**src/hdl/sha_pkg.sv**
```systemverilog
// ----------------------------------------------------------------------------
// SHA-256 byte stream hasher package
// Shared types, constants and round functions for the hasher.
// ----------------------------------------------------------------------------
package sha_pkg;

   localparam int unsigned BlockBytes = 64;
   localparam int unsigned Rounds     = 64;

   typedef struct packed {
      logic [7:0] data_byte;
      logic       byte_present;
      logic       end_of_message;
   } req_type;

   typedef struct packed {
      logic [31:0] digest_word;
      logic [2:0]  word_index;
      logic        last_word;
   } rsp_type;

   typedef enum logic [3:0] {
      ST_IDLE,
      ST_LOAD,
      ST_INIT,
      ST_ROUND,
      ST_ADD,
      ST_PAD,
      ST_LEN,
      ST_OUT
   } state_type;

   // Which bytes the datapath writes into the block buffer.
   typedef enum logic [1:0] {
      WR_NONE,
      WR_BYTE,
      WR_PAD,
      WR_LEN
   } wr_mode_type;

   typedef struct packed {
      wr_mode_type wr_mode;
      logic        accept_byte;
      logic        rd_addr_clr;
      logic        rd_addr_inc;
      logic        init_vars;
      logic        do_round;
      logic        add_chain;
      logic        reset_msg;
      logic        out_valid_set;
   } cmd_type;

   typedef struct packed {
      logic       block_full;
      logic       pad_two;
      logic       load_done;
      logic       round_done;
      logic       out_taken_last;
      logic       ptr_at_55;
      logic       ptr_at_63;
   } sts_type;

   localparam logic [31:0] RoundK [Rounds] = '{
      32'h428a2f98, 32'h71374491, 32'hb5c0fbcf, 32'he9b5dba5,
      32'h3956c25b, 32'h59f111f1, 32'h923f82a4, 32'hab1c5ed5,
      32'hd807aa98, 32'h12835b01, 32'h243185be, 32'h550c7dc3,
      32'h72be5d74, 32'h80deb1fe, 32'h9bdc06a7, 32'hc19bf174,
      32'he49b69c1, 32'hefbe4786, 32'h0fc19dc6, 32'h240ca1cc,
      32'h2de92c6f, 32'h4a7484aa, 32'h5cb0a9dc, 32'h76f988da,
      32'h983e5152, 32'ha831c66d, 32'hb00327c8, 32'hbf597fc7,
      32'hc6e00bf3, 32'hd5a79147, 32'h06ca6351, 32'h14292967,
      32'h27b70a85, 32'h2e1b2138, 32'h4d2c6dfc, 32'h53380d13,
      32'h650a7354, 32'h766a0abb, 32'h81c2c92e, 32'h92722c85,
      32'ha2bfe8a1, 32'ha81a664b, 32'hc24b8b70, 32'hc76c51a3,
      32'hd192e819, 32'hd6990624, 32'hf40e3585, 32'h106aa070,
      32'h19a4c116, 32'h1e376c08, 32'h2748774c, 32'h34b0bcb5,
      32'h391c0cb3, 32'h4ed8aa4a, 32'h5b9cca4f, 32'h682e6ff3,
      32'h748f82ee, 32'h78a5636f, 32'h84c87814, 32'h8cc70208,
      32'h90befffa, 32'ha4506ceb, 32'hbef9a3f7, 32'hc67178f2
   };

   localparam logic [31:0] InitHash [8] = '{
      32'h6a09e667, 32'hbb67ae85, 32'h3c6ef372, 32'ha54ff53a,
      32'h510e527f, 32'h9b05688c, 32'h1f83d9ab, 32'h5be0cd19
   };

   localparam logic [7:0] PadByte   = 8'h80;
   localparam logic [5:0] LenOffset = 6'd56;

   function automatic logic [31:0] rotr(input logic [31:0] x, input int unsigned n);
      rotr = (x >> n) | (x << (32 - n));
   endfunction

endpackage

```
**src/hdl/sha256_byte_stream_hasher.sv**
```systemverilog
// ----------------------------------------------------------------------------
// SHA-256 byte stream hasher
// Hashes a byte stream and returns the 256-bit digest as eight words.
// ----------------------------------------------------------------------------
//   channel  | direction | handshake            | payload
//   req_     | in        | req_valid/req_ready  | data_byte, byte_present, end
//   rsp_     | out       | rsp_valid/rsp_ready  | digest_word, word_index, last
//
// A byte that does not finish a block is written to the buffer and req_ready
// stays high. The 64th byte of a block starts the buffer read, the setup
// state, 64 rounds and the chain add, all with req_ready low. An end request
// writes the padding and length one byte per cycle, runs one or two blocks
// through the same sequence and then delivers the eight digest words.
// Reset is synchronous and loads the initial hash.
// A stalled rsp_ready holds the current digest word; no request is taken
// until the whole digest has been delivered.
module sha256_byte_stream_hasher (
   input  logic             clock,
   input  logic             reset,
   input  logic             req_valid,
   output logic             req_ready,
   input  sha_pkg::req_type req_data,
   output logic             rsp_valid,
   input  logic             rsp_ready,
   output sha_pkg::rsp_type rsp_data
);
   import sha_pkg::*;

   cmd_type cmd;
   sts_type sts;

   // The controller owns the state sequencing; the datapath follows its commands and steps the digest output itself.
   sha_ctrl u_ctrl (
      .clock     (clock),
      .reset     (reset),
      .req_valid (req_valid),
      .req_ready (req_ready),
      .req_data  (req_data),
      .sts       (sts),
      .cmd       (cmd)
   );

   sha_datapath u_dp (
      .clock     (clock),
      .reset     (reset),
      .req_data  (req_data),
      .cmd       (cmd),
      .sts       (sts),
      .rsp_ready (rsp_ready),
      .rsp_valid (rsp_valid),
      .rsp_data  (rsp_data)
   );
endmodule

```
**src/hdl/sha_ram.sv**
```systemverilog
// ----------------------------------------------------------------------------
// Generic RAM
// Single write port, single registered read port.
// ----------------------------------------------------------------------------
module sha_ram #(
   parameter int unsigned Width = 8,
   parameter int unsigned Depth = 64
) (
   input  logic                     clock,
   input  logic                     wr_en,
   input  logic [$clog2(Depth)-1:0] wr_addr,
   input  logic [Width-1:0]         wr_data,
   input  logic [$clog2(Depth)-1:0] rd_addr,
   output logic [Width-1:0]         rd_data
);
   logic [Width-1:0] mem_ff [Depth];

   always_ff @(posedge clock) begin
      if (wr_en) begin
         mem_ff[wr_addr] <= wr_data;
      end
      rd_data <= mem_ff[rd_addr];
   end
endmodule

```
**src/hdl/sha_datapath.sv**
```systemverilog
// ----------------------------------------------------------------------------
// SHA-256 datapath
// Block buffer, message schedule, round unit, chaining words and output.
// ----------------------------------------------------------------------------
module sha_datapath (
   input  logic             clock,
   input  logic             reset,
   input  sha_pkg::req_type req_data,
   input  sha_pkg::cmd_type cmd,
   output sha_pkg::sts_type sts,
   input  logic             rsp_ready,
   output logic             rsp_valid,
   output sha_pkg::rsp_type rsp_data
);
   import sha_pkg::*;

   logic [60:0] count_ff, count_in;
   logic [5:0]  wr_ptr_ff, wr_ptr_in;     // padding/length write pointer
   logic [5:0]  rd_ptr_ff;
   logic [6:0]  load_cnt_ff;               // bytes requested from RAM
   logic [6:0]  round_ff;
   logic [31:0] w_ff [16];
   logic [31:0] v_ff [8];
   logic [31:0] h_ff [8];
   logic [2:0]  out_idx_ff;
   logic        out_valid_ff;
   logic        ram_we;
   logic [5:0]  ram_waddr;
   logic [7:0]  ram_wdata;
   logic [7:0]  ram_rdata;
   logic        load_valid_ff;
   logic [1:0]  byte_pos_ff;
   logic [31:0] word_acc_ff;
   logic [63:0] bits;
   logic [7:0]  len_byte;
   logic [31:0] w_new, w_cur, s0, s1, t1, t2, e_s1, a_s0;

   assign bits = {count_ff, 3'b000};
   // Buffer offsets 56..63 carry the bit length, most significant byte first.
   assign len_byte = bits[{~wr_ptr_ff[2:0], 3'b000} +: 8];

   // Buffer writes. While bytes stream in, the write pointer follows the fill
   // level, so padding starts at the first free offset.
   always_comb begin
      ram_we    = 1'b0;
      ram_waddr = wr_ptr_ff;
      ram_wdata = 8'h00;
      wr_ptr_in = wr_ptr_ff;
      unique case (cmd.wr_mode)
         WR_BYTE: begin
            ram_we    = cmd.accept_byte;
            ram_waddr = count_ff[5:0];
            ram_wdata = req_data.data_byte;
            wr_ptr_in = count_ff[5:0] + {5'd0, cmd.accept_byte};
         end
         WR_PAD: begin
            ram_we    = 1'b1;
            ram_wdata = (wr_ptr_ff == count_ff[5:0]) ? PadByte : 8'h00;
            wr_ptr_in = wr_ptr_ff + 6'd1;
         end
         WR_LEN: begin
            ram_we    = 1'b1;
            ram_wdata = (wr_ptr_ff >= LenOffset) ? len_byte : 8'h00;
            wr_ptr_in = wr_ptr_ff + 6'd1;
         end
         default: ;
      endcase
   end

   always_comb begin
      count_in = count_ff;
      if (cmd.reset_msg) begin
         count_in = '0;
      end else if (cmd.accept_byte) begin
         count_in = count_ff + 61'd1;
      end
   end

   sha_ram #(.Width(8), .Depth(BlockBytes)) u_buf (
      .clock   (clock),
      .wr_en   (ram_we),
      .wr_addr (ram_waddr),
      .wr_data (ram_wdata),
      .rd_addr (rd_ptr_ff),
      .rd_data (ram_rdata)
   );

   // Schedule and round logic.
   assign w_cur = w_ff[0];
   assign s0 = rotr(w_ff[1], 7) ^ rotr(w_ff[1], 18) ^ (w_ff[1] >> 3);
   assign s1 = rotr(w_ff[14], 17) ^ rotr(w_ff[14], 19) ^ (w_ff[14] >> 10);
   assign w_new = w_ff[0] + s0 + w_ff[9] + s1;
   assign e_s1 = rotr(v_ff[4], 6) ^ rotr(v_ff[4], 11) ^ rotr(v_ff[4], 25);
   assign a_s0 = rotr(v_ff[0], 2) ^ rotr(v_ff[0], 13) ^ rotr(v_ff[0], 22);
   assign t1 = v_ff[7] + e_s1 + ((v_ff[4] & v_ff[5]) ^ (~v_ff[4] & v_ff[6]))
             + RoundK[round_ff[5:0]] + w_cur;
   assign t2 = a_s0 + ((v_ff[0] & v_ff[1]) ^ (v_ff[0] & v_ff[2]) ^ (v_ff[1] & v_ff[2]));

   always_ff @(posedge clock) begin
      if (reset) begin
         count_ff      <= '0;
         wr_ptr_ff     <= '0;
         rd_ptr_ff     <= '0;
         load_cnt_ff   <= '0;
         load_valid_ff <= 1'b0;
         byte_pos_ff   <= '0;
         round_ff      <= '0;
         out_valid_ff  <= 1'b0;
         out_idx_ff    <= '0;
         for (int i = 0; i < 8; i++) begin
            h_ff[i] <= InitHash[i];
         end
      end else begin
         count_ff  <= count_in;
         wr_ptr_ff <= wr_ptr_in;
         // Byte stream out of the buffer, packed into schedule words.
         load_valid_ff <= 1'b0;
         if (cmd.rd_addr_clr) begin
            rd_ptr_ff   <= '0;
            load_cnt_ff <= '0;
            byte_pos_ff <= '0;
         end else if (cmd.rd_addr_inc && load_cnt_ff < 7'd64) begin
            rd_ptr_ff     <= rd_ptr_ff + 6'd1;
            load_cnt_ff   <= load_cnt_ff + 7'd1;
            load_valid_ff <= 1'b1;
         end
         if (load_valid_ff) begin
            word_acc_ff <= {word_acc_ff[23:0], ram_rdata};
            byte_pos_ff <= byte_pos_ff + 2'd1;
            if (byte_pos_ff == 2'd3) begin
               for (int i = 0; i < 15; i++) begin
                  w_ff[i] <= w_ff[i + 1];
               end
               w_ff[15] <= {word_acc_ff[23:0], ram_rdata};
            end
         end
         if (cmd.init_vars) begin
            round_ff <= '0;
            for (int i = 0; i < 8; i++) begin
               v_ff[i] <= h_ff[i];
            end
         end
         if (cmd.do_round) begin
            round_ff <= round_ff + 7'd1;
            v_ff[7] <= v_ff[6];
            v_ff[6] <= v_ff[5];
            v_ff[5] <= v_ff[4];
            v_ff[4] <= v_ff[3] + t1;
            v_ff[3] <= v_ff[2];
            v_ff[2] <= v_ff[1];
            v_ff[1] <= v_ff[0];
            v_ff[0] <= t1 + t2;
            for (int i = 0; i < 15; i++) begin
               w_ff[i] <= w_ff[i + 1];
            end
            w_ff[15] <= w_new;
         end
         if (cmd.add_chain) begin
            for (int i = 0; i < 8; i++) begin
               h_ff[i] <= h_ff[i] + v_ff[i];
            end
         end
         if (cmd.out_valid_set) begin
            out_valid_ff <= 1'b1;
            out_idx_ff   <= '0;
         end else if (out_valid_ff && rsp_ready) begin
            out_idx_ff <= out_idx_ff + 3'd1;
            if (out_idx_ff == 3'd7) begin
               out_valid_ff <= 1'b0;
               for (int i = 0; i < 8; i++) begin
                  h_ff[i] <= InitHash[i];
               end
            end
         end
      end
   end

   assign sts.block_full     = (count_ff[5:0] == 6'd63);
   assign sts.pad_two        = (count_ff[5:0] >= LenOffset);
   assign sts.load_done      = (load_cnt_ff == 7'd64) && !load_valid_ff;
   assign sts.round_done     = (round_ff == 7'd63);
   assign sts.out_taken_last = out_valid_ff && rsp_ready && (out_idx_ff == 3'd7);
   assign sts.ptr_at_55      = (wr_ptr_ff == LenOffset - 6'd1);
   assign sts.ptr_at_63      = (wr_ptr_ff == 6'd63);

   assign rsp_valid            = out_valid_ff;
   assign rsp_data.digest_word = h_ff[out_idx_ff];
   assign rsp_data.word_index  = out_idx_ff;
   assign rsp_data.last_word   = (out_idx_ff == 3'd7);

   assert property (@(posedge clock) disable iff (reset)
      cmd.do_round |-> !cmd.add_chain)
      else $error("round and chain add at once");
   assert property (@(posedge clock) disable iff (reset)
      cmd.accept_byte |-> !out_valid_ff)
      else $error("byte taken while digest pending");
   assert property (@(posedge clock) disable iff (reset)
      cmd.out_valid_set |-> !out_valid_ff)
      else $error("digest started twice");
endmodule

```
**src/hdl/sha_ctrl.sv**
```systemverilog
// ----------------------------------------------------------------------------
// SHA-256 controller
// Sequences byte intake, block load, rounds, padding and digest output.
// ----------------------------------------------------------------------------
module sha_ctrl (
   input  logic             clock,
   input  logic             reset,
   input  logic             req_valid,
   output logic             req_ready,
   input  sha_pkg::req_type req_data,
   input  sha_pkg::sts_type sts,
   output sha_pkg::cmd_type cmd
);
   import sha_pkg::*;

   state_type state_ff, state_in;
   logic      final_ff, final_in;   // finishing the message
   logic      lenblk_ff, lenblk_in; // current block carries the length

   logic take;
   assign take = req_valid && req_ready;

   always_comb begin
      state_in  = state_ff;
      final_in  = final_ff;
      lenblk_in = lenblk_ff;
      unique case (state_ff)
         ST_IDLE: begin
            if (take) begin
               if (req_data.byte_present && sts.block_full) begin
                  state_in = ST_LOAD;
                  final_in = req_data.end_of_message;
                  lenblk_in = 1'b0;
               end else if (req_data.end_of_message) begin
                  state_in  = ST_PAD;
                  final_in  = 1'b1;
               end
            end
         end
         ST_PAD: begin
            // Pad byte and zeros run to the end of the block when the length
            // no longer fits, otherwise up to the start of the length field.
            if (sts.pad_two) begin
               if (sts.ptr_at_63) begin
                  state_in  = ST_LOAD;
                  lenblk_in = 1'b0;
               end
            end else if (sts.ptr_at_55) begin
               state_in = ST_LEN;
            end
         end
         ST_LEN: begin
            if (sts.ptr_at_63) begin
               state_in  = ST_LOAD;
               lenblk_in = 1'b1;
            end
         end
         ST_LOAD: begin
            if (sts.load_done) begin
               state_in = ST_INIT;
            end
         end
         ST_INIT:  state_in = ST_ROUND;
         ST_ROUND: if (sts.round_done) state_in = ST_ADD;
         ST_ADD: begin
            if (!final_ff) begin
               state_in = ST_IDLE;
            end else if (lenblk_ff) begin
               state_in = ST_OUT;
            end else if (sts.pad_two) begin
               state_in = ST_LEN;
            end else begin
               state_in = ST_PAD;
            end
         end
         ST_OUT: if (sts.out_taken_last) state_in = ST_IDLE;
         default: state_in = ST_IDLE;
      endcase
   end

   always_comb begin
      cmd = '0;
      cmd.wr_mode = WR_NONE;
      req_ready = 1'b0;
      unique case (state_ff)
         ST_IDLE: begin
            req_ready       = 1'b1;
            cmd.wr_mode     = WR_BYTE;
            cmd.accept_byte = take && req_data.byte_present;
            cmd.rd_addr_clr = 1'b1;
         end
         ST_PAD: begin
            cmd.wr_mode     = WR_PAD;
            cmd.rd_addr_clr = 1'b1;
         end
         ST_LEN: begin
            cmd.wr_mode     = WR_LEN;
            cmd.rd_addr_clr = 1'b1;
         end
         ST_LOAD:  cmd.rd_addr_inc = 1'b1;
         ST_INIT:  cmd.init_vars = 1'b1;
         ST_ROUND: cmd.do_round = 1'b1;
         ST_ADD: begin
            cmd.add_chain     = 1'b1;
            cmd.rd_addr_clr   = 1'b1;
            cmd.out_valid_set = final_ff && lenblk_ff;
            cmd.reset_msg     = 1'b0;
         end
         ST_OUT: cmd.reset_msg = sts.out_taken_last;
         default: ;
      endcase
   end

   always_ff @(posedge clock) begin
      if (reset) begin
         state_ff  <= ST_IDLE;
         final_ff  <= 1'b0;
         lenblk_ff <= 1'b0;
      end else begin
         state_ff  <= state_in;
         final_ff  <= final_in;
         lenblk_ff <= lenblk_in;
      end
   end

   assert property (@(posedge clock) disable iff (reset)
      req_ready |-> state_ff == ST_IDLE)
      else $error("ready outside idle");
   assert property (@(posedge clock) disable iff (reset)
      cmd.out_valid_set |=> state_ff == ST_OUT)
      else $error("digest without output state");
   assert property (@(posedge clock) disable iff (reset)
      (state_ff == ST_ROUND && sts.round_done) |=> state_ff == ST_ADD)
      else $error("rounds did not end in chain add");
endmodule

```
**config.mk**
```make
export PLATFORM = sky130hd
export DESIGN_NAME = sha256_byte_stream_hasher
export DESIGN_NICKNAME = d
export VERILOG_FILES = /design/src/hdl/sha_pkg.sv /design/src/hdl/sha256_byte_stream_hasher.sv /design/src/hdl/sha_ram.sv /design/src/hdl/sha_datapath.sv /design/src/hdl/sha_ctrl.sv
export SDC_FILE = /design/constraint.sdc
export NUM_CORES = 2
export LEC_CHECK = 0
export BUFFER_PORTS_ARGS = -buffer_cell sky130_fd_sc_hd__buf_2
export CAP_MARGIN = 20
export CELL_PAD_IN_SITES_DETAIL_PLACEMENT = 0
export CELL_PAD_IN_SITES_GLOBAL_PLACEMENT = 1
export CORE_MARGIN = 10
export CORE_UTILIZATION = 50
export DETAILED_ROUTE_END_ITERATION = 8
export PLACE_DENSITY = 0.87
export SYNTH_ARGS = -nofsm -noshare
export SYNTH_HDL_FRONTEND = slang
export SYNTH_SLANG_ARGS = --single-unit
export TNS_END_PERCENT = 1
```
**constraint.sdc**
```tcl
create_clock -name clock -period 16.8 [get_ports clock]
set_input_delay 1.68 -clock clock [delete_from_list [all_inputs] [get_ports clock]]
set_output_delay 1.68 -clock clock [all_outputs]
set_load 0.02 [all_outputs]
```
# After elaboration in Yosys (flattened, before gate mapping)
# Memories as Yosys holds them, arrays and structs flattened. A register that Yosys moved wholly into a read port is not among the register bits.
# Index checks and enable logic that the tools add are counted.
classes:
  eq_ne: 28
  mux: 111
  n_shift: 1
  add_sub_neg: 26
  n_reduce_logical: 27
  n_bitwise: 70
  n_lt_le_gt_ge: 4
op_table:
  columns: ["operator", "count"]
  rows:
  - ["two-way mux 32 bit", 42]
  - ["adder 32 bit", 18]
  - ["XOR 32 bit", 9]
  - ["bitwise AND 32 bit", 5]
  - ["indexed part select 64 x 7 -> 8 bit", 1]
  - ["adder 61 x 1 -> 61 bit (second input constant)", 1]
  - ["two-way mux 4 bit", 11]
  - ["two-way mux 1 bit", 42]
  - ["bitwise OR 1 bit", 40]
  - ["NOT 32 bit", 1]
  - ["bitwise OR 10 x 32 -> 32 bit", 1]
  - ["bitwise OR 13 x 32 -> 32 bit", 1]
  - ["bitwise OR 14 x 32 -> 32 bit", 1]
  - ["bitwise OR 15 x 32 -> 32 bit", 1]
  - ["bitwise OR 19 x 32 -> 32 bit", 1]
  - ["bitwise OR 21 x 32 -> 32 bit", 1]
  - ["bitwise OR 25 x 32 -> 32 bit", 1]
  - ["bitwise OR 26 x 32 -> 32 bit", 1]
  - ["bitwise OR 30 x 32 -> 32 bit", 1]
  - ["bitwise OR 7 x 32 -> 32 bit", 1]
  - ["one-hot mux 4 bit (8 select lines)", 1]
  - ["XOR 32 x 22 -> 32 bit", 1]
  - ["XOR 32 x 29 -> 32 bit", 1]
  - ["one-hot mux 8 bit (3 select lines)", 1]
  - ["44 further kinds", 83]
word_totals:
  input_bits: 14
  elab_cells: 285
  mem_bits_rw: 1536
  rom_bits: 2048
  mem_count: 5
  register_bits: 124
mem_list:
  columns: ["name", "depth", "word_bits", "read_ports", "rd_ports_with_merged_regs", "wr", "line_no", "text"]
  rows:
  - ["(no name shown)", 64, 32, 1, 0, 0, "sha_datapath.sv:96", "+ RoundK[round_ff[5:0]] + w_cur;"]
  - ["u_dp.u_buf.mem_ff", 64, 8, 1, 1, 1, "sha_ram.sv:16", "logic [Width-1:0] mem_ff [Depth];"]
  - ["u_dp.w_ff", 16, 32, 16, 0, 16, "sha_datapath.sv:22", "logic [31:0] w_ff [16];"]
  - ["u_dp.h_ff", 8, 32, 9, 1, 8, "sha_datapath.sv:24", "logic [31:0] h_ff [8];"]
  - ["u_dp.v_ff", 8, 32, 8, 0, 8, "sha_datapath.sv:23", "logic [31:0] v_ff [8];"]

# Depth between registers and ports, before layout
# An unclocked memory read counts as a cell.
depth:
  ltp_word: 10
  mapped_depth: 40
  mapped_depth_nobuf: 37

# Cells and area by module
# Synthesis repeated with hierarchy kept, for this count alone.
unflattened:
  cells_unflattened: 7704
  hier_area_um2: 91087.4
by_module_without_submodules:
  columns: ["mod", "area_per_inst_um2", "instances", "seq_area_each_um2", "cells_per_inst"]
  rows:
  - ["sha_datapath", 70282.4, 1, 32130.8, 6687]
  - ["sha_ram", 20164.3, 1, 15534.9, 940]
  - ["sha_ctrl", 640.6, 1, 120.1, 77]

# Least setup slack after synthesis
# Ideal clock, no wire load.
synth_timing:
  path_kind: "input -> register"
  startpoint: "input reset"
  endpoint: "memory u_dp.w_ff[0][0], enable pin"
  cell_stages: 4
  arrival_ns: 13.932
  t_required_ns: 15.899
  slack_ns: 1.968
  cell_sequence: "clkbuf_1 > nor2b_1 > nand2_1 > nand2_1"
synth_lines:
  columns: ["element", "line_no", "text"]
  rows:
  - ["start, declared", "sha256_byte_stream_hasher.sv:19", "input logic reset,"]
  - ["end, declared", "sha_datapath.sv:22", null]

==> flow_metrics.tcl <==
set metrics [dict create \
    drt-total-wl_mm 260.3 \
    worstReg2RegStart "u_dp.round_ff[1]" \
    dp_cells 9831 \
    nFillCells 14760 \
    drive_above_1_share 0.09883 \
    ff2ff_path_depth 34 \
    grt_max_degree 229 \
    numCtsBuffers 170 \
    swShare 0.2366 \
    finalCritPeriodShare 0.5856 \
    p_switching_mw 2.186 \
    power_mw 9.238 \
    cp.required_ns 17.53 \
    synth.avg_cell_area_sq_um 11.84 \
    slew-limit-headroom 0.2267 \
    vdd_drop_max_mv 0.1789 \
    seqPwrFrac 0.498 \
    finalNonFillerCells 10150 \
    ys_ff_latch 1671 \
    rsz0062_at_grt "false" \
    post_drt_wl_per_cell_um 25.63 \
    tns_ns 0 \
    ys_seq_area_frac 0.5248 \
    maxCapViolCount 0 \
    worstSetupStartpoint "u_dp.round_ff[1]" \
    fp.dieArea_sq_um 199600 \
    crit_path_max_fanout 22 \
    gp_congestion 0.9519 \
    clk_path_buf_depth 3 \
    synth-main-ff-cell "edfxtp_1" \
    design.portCount 52 \
    leakage_nw 36.20 \
    die_h_um 446.8 \
    groute.usage.overall 0.2555 \
    power.internal_mw 7.053 \
    grt_pass1_wl_mm 386.5 \
    synthesis.nets 8307 \
    clock_latency_ns 0.86 \
    hold_viol_final 0 \
    cpPeakStageDelay_ns 0.63 \
    hold_class "reg -> reg" \
    min_path_cells 0 \
    drtAntennaViolNets 0 \
    cts_tree "built" \
    multi_input_area_sq_um 40660 \
    start_util 0.5033 \
    nets 8251 \
    numPortBuffers 51 \
    clockRootBuffer "clkbuf_16" \
    clk_pin_slew_ns 0.06 \
    cts_hold_buf 0 \
    drc 0 \
    via_per_inst 6.164 \
    startpoint_type "register" \
    fmax_mhz 101.7 \
    first_pass_iters 6 \
    whs_ns 0.3747 \
    antenna_found_initial 5 \
    crit_path_end_kind "register" \
    yosys.cell_types.count 92 \
    drt_iter0_drc 7293 \
    arrival_ns 10.57 \
    combPwrFrac 0.072 \
    synth_warnings 0 \
    dpl.hpwl_mm 181.3 \
    syn-cell-area_sq_um 91060 \
    post_cts_resize_count 0 \
    setup_viol 0 \
    crit_type "reg -> reg" \
    path_common_cell "fa_1" \
    period_needed_ns 9.837 \
    vias 62590 \
    crit_end "u_dp.v_ff[0][29]" \
    power.share.clock 0.430 \
    syn_inst 7693 \
    h-tree-depth 4 \
    area_growth_pct 9.478 \
    cellPowerDensity_nw_per_um2 92.67 \
    grt_overflow 0 \
    ff2ff_setup_slack_ns 6.96 \
    pre_cts_ws_ns 7.180 \
    synthArstFlopShare 0 \
    grt_pass1_vias 59670 \
    worstReg2RegEnd "u_dp.v_ff[0][29]" \
    dieWidth_um 446.8 \
    core_area_sq_um 180900 \
    clock_skew_ns 0.08756 \
    rows 156 \
    cp_slowest_cell "ha_1" \
    cts_sinks 1671 \
    cts_post_setup_buffers_inserted 0 \
    status "complete, no violations" \
    seq_area_sq_um 47810 \
    worst_pin_slew_ns 1.160 \
    timing.final.ws_setup_ns 6.963 \
    slew_viol_final 0 \
    synth-edff-count 1432 \
]
[worst max-delay path: cells and delay by family (launching register included)]
| family | cells | cell delay [ns] |
|---|---|---|
| AOI/OAI and AO/OA | 14 | 3.78 |
| xor gates and xnor gates | 1 | 0.15 |
| adders and majority gates | 8 | 3.26 |
| buffers and inverters | 5 | 0.96 |
| DFF | 1 | 0.31 |
| and+or+nand+nor | 6 | 1.30 |
[metrics by stage]
step                        util  area, sq um
after floorplan                -        91060
after global placement    0.5180        93720
after detailed placement  0.5181        93750
after CTS                 0.5504        99590
after global routing      0.5509        99690
final                     0.5510        99690
[Yosys cell counts (23+ instances only)]
cell type     n  share of area
edfxtp_1   1432           0.47
nand2b_1     66         0.0045
a211oi_1     52         0.0043
fa_1        195          0.043
nor2_1      462          0.019
ha_1        405          0.056
or3_1        67         0.0046
nor3_1       80         0.0044
mux4_2      255          0.063
inv_1       381          0.016
o21ai_0     394          0.022
o21a_1       69         0.0057
maj3_1       23         0.0025
o31ai_1      31         0.0026
nand3_1     135         0.0074
dfxtp_1     239          0.053
xnor2_1     361          0.035
mux2i_1      40         0.0044
a21oi_1     464          0.026
a21o_1      175          0.014
o211ai_1     45         0.0037
nor2b_1      51         0.0035
a31oi_1      43         0.0030
buf_1        56         0.0023
o21bai_1     38         0.0031
nand4_1      39         0.0027
xor2_1      241          0.023
nand2_1    1079          0.044
clkbuf_1    296          0.012
mux2_2       61         0.0075
and3_1       62         0.0043
[cells by family (layout without fill, tap and decap cells)]
family | count (synthesis) | in the layout | share of synthesized area
simple gates | 2155 | 2155 | 0.1040
flops | 1671 | 1671 | 0.5248
compound gates | 1545 | 1545 | 0.1066
buf+inv | 740 | 828 | 0.03061
fa+ha+maj | 623 | 623 | 0.1010
xor+xnor | 602 | 602 | 0.05790
mux | 356 | 356 | 0.07501
other cells | 1 | 3 | 0.00004118
[power by group through the flow]
stage	registers, mW	clock network, mW	logic, mW
after global placement	4.69	0	0.630
final	4.60	3.97	0.663
after floorplan	4.67	0	0.479
after CTS	4.60	4.02	0.653
after detailed placement	4.69	0	0.647
after global routing	4.61	4.17	0.730
[cells in the final DEF, fill, tap and decap left out, drive strengths merged, types with 241 or more instances in the layout]
cell,instances
a21oi,464
edfxtp,1432
ha,405
inv,387
mux4,255
nand2,1081
nor2,464
o21ai,400
xnor2,361
xor2,241
[layer usage]
layer,up-vias,wire length [um],track usage
met5,-,34,0
met4,6,12330,0.1080
met3,568,22810,0.04668
met2,2975,120700,0.4041
met1,31080,104400,0.3470
li1,27960,-,-
[worst min-delay path by stage]
stage,start,end
floorplan,u_dp.w_ff[0][132],u_dp.w_ff[0][100]
global placement,u_dp.w_ff[0][186],u_dp.w_ff[0][154]
finish,u_dp.w_ff[0][493],u_dp.w_ff[0][461]
CTS,u_dp.w_ff[0][511],u_dp.w_ff[0][479]
detailed placement,u_dp.w_ff[0][135],u_dp.w_ff[0][103]
global route,u_dp.w_ff[0][158],u_dp.w_ff[0][126]
[state kept, by name, indices dropped and copies added (netlist names), 4 cells and up, named ones only]
register / cells
u_dp.h_ff: 256
u_dp.w_ff: 512
u_dp.load_cnt_ff: 7
u_dp.rd_ptr_ff: 6
u_dp.word_acc_ff: 24
u_dp.v_ff: 256
u_dp.count_ff: 61
u_dp.wr_ptr_ff: 6
u_dp.u_buf.rd_data: 8
u_dp.round_ff: 7
u_dp.u_buf.mem_ff: 512
u_ctrl.state_ff: 4
[cell type report]
| type | count | area share |
|---|---|---|
| repair buffers | 127 | 0.009463 |
| multi-input cells | 5282 | 0.4079 |
| well taps | 2370 | 0.02975 |
| clock inverters | 101 | 0.01284 |
| diodes | 2 | 0.00005020 |
| clock buffers | 215 | 0.04581 |
| flip-flops and latches | 1671 | 0.4796 |
| inverters | 385 | 0.01456 |
(Power assumes the default switching activity.)
